--- src/hdl/esdu_pkg.sv ---
// ----------------------------------------------------------------------------
// esdu_pkg
// Shared types, constants and codes for the event surface decay update block.
// ----------------------------------------------------------------------------
package esdu_pkg;

    // Surface geometry; the surface is stored row by row.
    localparam int IMG_WIDTH   = 256;
    localparam int IMG_HEIGHT  = 256;
    localparam int PIX_COUNT   = IMG_WIDTH * IMG_HEIGHT;
    localparam int ADDR_W      = $clog2(PIX_COUNT);

    // Event word layout and coordinate arithmetic widths.
    localparam int COORD_W     = 11;
    localparam int COORD_CMP_W = 12;
    localparam int TYPE_W      = 4;
    localparam int KIDX_W      = 3;
    localparam int RAD_W       = 2;

    // Payload widths.
    localparam int FUNC_W      = 2;
    localparam int WORD_W      = 32;
    localparam int RD_COORD_W  = 8;
    localparam int PIX_W       = 8;
    localparam int SCALE_W     = 16;
    localparam int PROD_W      = PIX_W + SCALE_W;

    // Configuration port.
    localparam int CFG_IDX_W   = 2;
    localparam int CFG_DATA_W  = 16;
    localparam logic [CFG_IDX_W-1:0] CFG_RADIUS = CFG_IDX_W'(0);
    localparam logic [CFG_IDX_W-1:0] CFG_SCALE  = CFG_IDX_W'(1);

    // Register reset values and arithmetic constants.
    localparam logic [RAD_W-1:0]   RADIUS_RESET = RAD_W'(2);
    localparam logic [SCALE_W-1:0] SCALE_RESET  = SCALE_W'(62365);
    localparam logic [RAD_W-1:0]   RADIUS_SMALL = RAD_W'(1);
    localparam logic [RAD_W-1:0]   RADIUS_LARGE = RAD_W'(2);
    localparam logic [PIX_W-1:0]   PIX_FULL     = PIX_W'(255);
    localparam logic [PROD_W-1:0]  DECAY_ROUND  = PROD_W'(32768);

    // Polarity event types.
    localparam logic [TYPE_W-1:0]  EVT_TYPE_NEG = TYPE_W'(0);
    localparam logic [TYPE_W-1:0]  EVT_TYPE_POS = TYPE_W'(1);

    // Operation codes carried by a request transaction.
    typedef enum logic [FUNC_W-1:0] {
        FUNC_EVENT = 2'd0,
        FUNC_READ  = 2'd1,
        FUNC_CLEAR = 2'd2,
        FUNC_NONE  = 2'd3
    } t_func;

    // Controller states.
    typedef enum logic [2:0] {
        ST_INIT_CLR,
        ST_IDLE,
        ST_EVT_CHECK,
        ST_SCAN,
        ST_DRAIN,
        ST_READ,
        ST_CLEAR,
        ST_DONE
    } t_state;

    // Commands from the controller to the datapath.
    typedef struct packed {
        logic load;
        logic clr_en;
        logic kern_init;
        logic scan_en;
        logic rd_en;
        logic res_load;
    } t_dp_cmd;

    // Status from the datapath to the controller.
    typedef struct packed {
        t_func func;
        logic  evt_ok;
        logic  clr_last;
        logic  scan_last;
        logic  pipe_busy;
        logic  out_free;
    } t_dp_sts;

endpackage

--- src/hdl/esdu_ctrl.sv ---
// ----------------------------------------------------------------------------
// esdu_ctrl
// Controller state machine: sequences clearing sweeps, kernel scans, pixel
// reads and the hand-off of each result to the output register.
// ----------------------------------------------------------------------------
module esdu_ctrl (
    input  logic              i_clk,
    input  logic              i_rst_n,
    input  logic              i_in_valid,
    output logic              o_in_ready,
    input  esdu_pkg::t_dp_sts i_sts,
    output esdu_pkg::t_dp_cmd o_cmd
);

    esdu_pkg::t_state r_state;
    esdu_pkg::t_state n_state;

    // State register; reset starts the initial clearing sweep.
    always_ff @(posedge i_clk) begin
        if (!i_rst_n) begin
            r_state <= esdu_pkg::ST_INIT_CLR;
        end else begin
            r_state <= n_state;
        end
    end

    // Next-state logic.
    always_comb begin
        n_state = r_state;
        unique case (r_state)
            esdu_pkg::ST_INIT_CLR: begin
                if (i_sts.clr_last) n_state = esdu_pkg::ST_IDLE;
            end
            esdu_pkg::ST_IDLE: begin
                if (i_in_valid) begin
                    unique case (i_sts.func)
                        esdu_pkg::FUNC_EVENT: n_state = esdu_pkg::ST_EVT_CHECK;
                        esdu_pkg::FUNC_READ:  n_state = esdu_pkg::ST_READ;
                        esdu_pkg::FUNC_CLEAR: n_state = esdu_pkg::ST_CLEAR;
                        default:              n_state = esdu_pkg::ST_DONE;
                    endcase
                end
            end
            esdu_pkg::ST_EVT_CHECK: begin
                n_state = i_sts.evt_ok ? esdu_pkg::ST_SCAN : esdu_pkg::ST_DONE;
            end
            esdu_pkg::ST_SCAN: begin
                if (i_sts.scan_last) n_state = esdu_pkg::ST_DRAIN;
            end
            esdu_pkg::ST_DRAIN: begin
                if (!i_sts.pipe_busy) n_state = esdu_pkg::ST_DONE;
            end
            esdu_pkg::ST_READ: begin
                n_state = esdu_pkg::ST_DONE;
            end
            esdu_pkg::ST_CLEAR: begin
                if (i_sts.clr_last) n_state = esdu_pkg::ST_DONE;
            end
            esdu_pkg::ST_DONE: begin
                if (i_sts.out_free) n_state = esdu_pkg::ST_IDLE;
            end
            default: n_state = esdu_pkg::ST_IDLE;
        endcase
    end

    // Output decode.
    always_comb begin
        o_cmd      = '0;
        o_in_ready = 1'b0;
        unique case (r_state)
            esdu_pkg::ST_INIT_CLR:  o_cmd.clr_en = 1'b1;
            esdu_pkg::ST_IDLE: begin
                o_in_ready = 1'b1;
                o_cmd.load = i_in_valid;
            end
            esdu_pkg::ST_EVT_CHECK: o_cmd.kern_init = i_sts.evt_ok;
            esdu_pkg::ST_SCAN:      o_cmd.scan_en   = 1'b1;
            esdu_pkg::ST_DRAIN:     o_cmd           = '0;
            esdu_pkg::ST_READ:      o_cmd.rd_en     = 1'b1;
            esdu_pkg::ST_CLEAR:     o_cmd.clr_en    = 1'b1;
            esdu_pkg::ST_DONE:      o_cmd.res_load  = i_sts.out_free;
            default:                o_cmd           = '0;
        endcase
    end

endmodule

--- config.mk ---
export PLATFORM = sky130hd
export DESIGN_NAME = esdu_ctrl
export DESIGN_NICKNAME = d
export VERILOG_FILES = /design/src/hdl/esdu_pkg.sv /design/src/hdl/esdu_ctrl.sv
export SDC_FILE = /design/constraint.sdc
export NUM_CORES = 1
export LEC_CHECK = 0
export CAP_MARGIN = 0
export CORE_AREA = 2 2 39 41
export DETAILED_ROUTE_END_ITERATION = 16
export DIE_AREA = 0 0 41 43
export DONT_BUFFER_PORTS = 1
export PLACE_DENSITY = 0.46
export SYNTH_ARGS = -nofsm -noshare
export SYNTH_HDL_FRONTEND = slang
export SYNTH_SLANG_ARGS = --single-unit
--- constraint.sdc ---
create_clock -name i_clk -period 1.8 [get_ports i_clk]
set_clock_uncertainty 0.15 [all_clocks]
set_input_delay 0.18 -clock i_clk [delete_from_list [all_inputs] [get_ports i_clk]]
set_output_delay 0.18 -clock i_clk [all_outputs]
set_load 0.01 [all_outputs]
==> results.md <==
* Status: finished clean
* CP cell instances: buf_4, nor3b_1, and2_1
* I/O pin count at 17
* FF-to-FF Start: r_state[1]
* Post-synth EDFFs at 0
* CP required at 1.47 ns
* Setup TNS at 0 ns
* Post-Synth Simple-Gate Area at 47.4%
* Initial Util at 25.8%
* Final Cycle Share at 91.7%
* Crit end category: output port
* CP Launch Type: flip-flop
* GR Util All Layers at 10.4%
* Layout cells sized above 1 at 19.2%
* Largest vdd supply drop at 622 uV
* Yosys cell types at 27
* Total grt overflow at 0
* Yosys reg bits at 3
* CORE AREA at 1380 sq um
* CP max-delay cell: dfxtp_1
* Synth Area in Compound Gates at 16.8%
* Worst slew pin tran at 0.562 ns
* Fin crit period at 1.65 ns
* Post-Syn Instances at 49
* Final hold vios at 0
* Top_reg_cell synth: dfxtp_1
* Avg WL per Cell at 11.9 um
* Vias per cell at 5.19
* Register area at 60.1 sq um
* Die area at 1760 sq um
* N_diodes at 0
* Pwr/cell area at 1600 nW/um^2
* Crit path largest cell delay at 0.60 ns
* Top-area cell type share of the netlist area at 16.8%
* Dpl ws at 0.179 ns
* Largest register by flop count: r_state
* Async SR Flop Fraction at 0%
* Final slew viol count at 0
* Syn Area/Cell at 7.28 sq um
* Nets at 63
* Post-synth top cells: a21oi_1 (4), nor3_1 (4)
* Clock latency on the worst-skew pair at 0.23 ns
* Max cap viols at 0
* Fillers at 155
* Reg2Reg Setup Slack at 0.16 ns
* Number of antenna-violating nets in the routed design at 0
* Die H at 43 um
* Largest net degree at the start of global routing at 18
* Reg2Reg Capture Point: r_state[1]
* CP Class: reg -> out
* Synth Area in Adders at 0%
* Largest register FFs at 3
* Worst Hold End: r_state[2]
* RD Place Congestion at 0.697
* Die width at 41 um
* Cells on worst reg2reg path at 4
* Mapped Area at 357 sq um
* CTS Root Cell: clkbuf_4
* Synthesis Warnings at 0
* Post-Synth XOR/XNOR Area at 2.46%
* Deepest clock path buffer count at 2
* RSZ-0062 raised after global routing: false
* Top flop regs: r_state (3)
* Row Count at 14
* Post-synthesis mux area share at 3.16%
* First-pass GRT wire length at 1280 um
* Final WS setup at 0.150 ns
* Syn_nets at 59
* Antenna violations before repair at 0
* Drt drc at 0
* Worst rel slew slack at 62.5%
* Synth area leader: dfxtp_1
* Hold Crit Class: in -> reg
* CTS H-tree depth at 1
* First-pass DRT Iterations at 2
* Power, Total at 0.635 mW
* Hold Path Depth at 3
* # clock sinks at 3
* Area of the multi-input gates at 249 sq um
* Vias in the first global route at 317
* Synth area leaders: dfxtp_1 (17%), buf_6 (6.3%), a21oi_1 (5.6%)
* CTS tree: done
* Seq/Total Area, Yosys at 16.8%
* FMAX at 606 MHz
* CTS buffer count at 3
* Final setup viols at 0
* Area growth, synth to finish at 10.9%
* Leakage at 0.174 nW
* DR iter-0 viols at 4
* Post-CTS Setup Inserts at 0
* Via count at 353
* Clock transition at path regs at 0.03 ns
* CP arrival at 1.32 ns
* CP Max Fanout at 15
* Largest family of logic cells by synthesized area: simple AND/OR/NAND/NOR gates
* Port Buffer Count at 0
* Min-delay src: i_sts[0]
* DRT Wirelength at 806 um
==> worst max-delay path: cells and delay by family, from the launching register on <==
kind / cells / cell delay (ns)
and+or+nand+nor: 2 / 0.27
buffers and inverters: 1 / 0.22
DFF: 1 / 0.60
==> what timing repair did <==
| action | in CTS | in global routing |
|---|---|---|
| hold buffers | 1 | 0 |
| endpoints found under the hold margin | 3 | 0 |
| gates resized for setup | 0 | 0 |
==> layout make-up <==
class,instances,area share [%]
clock buffers,4,6.65
inverters,4,3.80
multi-input cells,38,63.0
flip-flops and latches,3,15.2
well taps,16,5.06
repair buffers,3,6.33
==> placed cells by master (no fill, tap or decap) <==
master	synthesis	routed
nor4bb_1	1	1
nand3_1	3	3
o21ai_2	1	1
or4_4	1	1
inv_1	3	3
o21ai_1	2	2
clkbuf_4	0	3
xor2_1	1	1
and3b_1	2	2
nor2_1	3	3
nand2_1	3	3
nor2b_1	3	3
nor3b_1	1	1
or3_1	1	1
nor4b_1	1	1
dlygate4sd3_1	0	1
nand2b_1	1	1
o41ai_2	1	1
o21ai_0	1	1
a21oi_1	4	4
mux2_1	1	1
nand4_2	1	1
and2_1	1	1
inv_2	1	1
clkbuf_1	0	1
nor4_1	1	1
dfxtp_1	3	3
nor3_1	4	4
buf_4	0	2
==> through the flow <==
step                instances  hold WS, ns  cell area, sq um  utilization (%)
global placement           63        0.186               359             25.9
floorplan                  49        0.177               357                -
global route               68       0.0687               395             28.6
detailed placement         63        0.189               359             25.9
finish                     68       0.0666               395             28.6
CTS                        68       0.0639               395             28.6
==> per-layer routing <==
metal	global-route usage, %	wire (um)	vias up
met5	0	0	-
met4	2.00	0	0
met3	5.24	47	0
met2	15.9	406	6
met1	12.8	353	166
li1	-	-	181
==> worst max path at each step <==
stage	slack, ns	start	end	cells past startpoint
after detailed placement	0.18	r_state[1]	r_state[1]	4
after global placement	0.21	r_state[1]	r_state[1]	4
after floorplan	0.30	r_state[0]	o_cmd[5]	3
final	0.15	r_state[1]	o_cmd[5]	3
after global routing	0.04	r_state[0]	o_cmd[5]	2
after CTS	0.14	r_state[1]	o_cmd[5]	3
==> report_power, final <==
group | switching, mW | internal (mW) | total [mW]
combinational | 0.145 | 0.153 | 0.298
clock | 0.0327 | 0.0829 | 0.116
sequential | 0.123 | 0.0982 | 0.221
==> kinds of logic after synthesis <==
family	after synthesis
AO/OA/AOI/OAI	9
XOR/XNOR	1
buffers and inverters	8
flip-flops	3
multiplexers	1
AND/OR/NAND/NOR	27
Note: power is estimated with default switching activity, not from simulation.
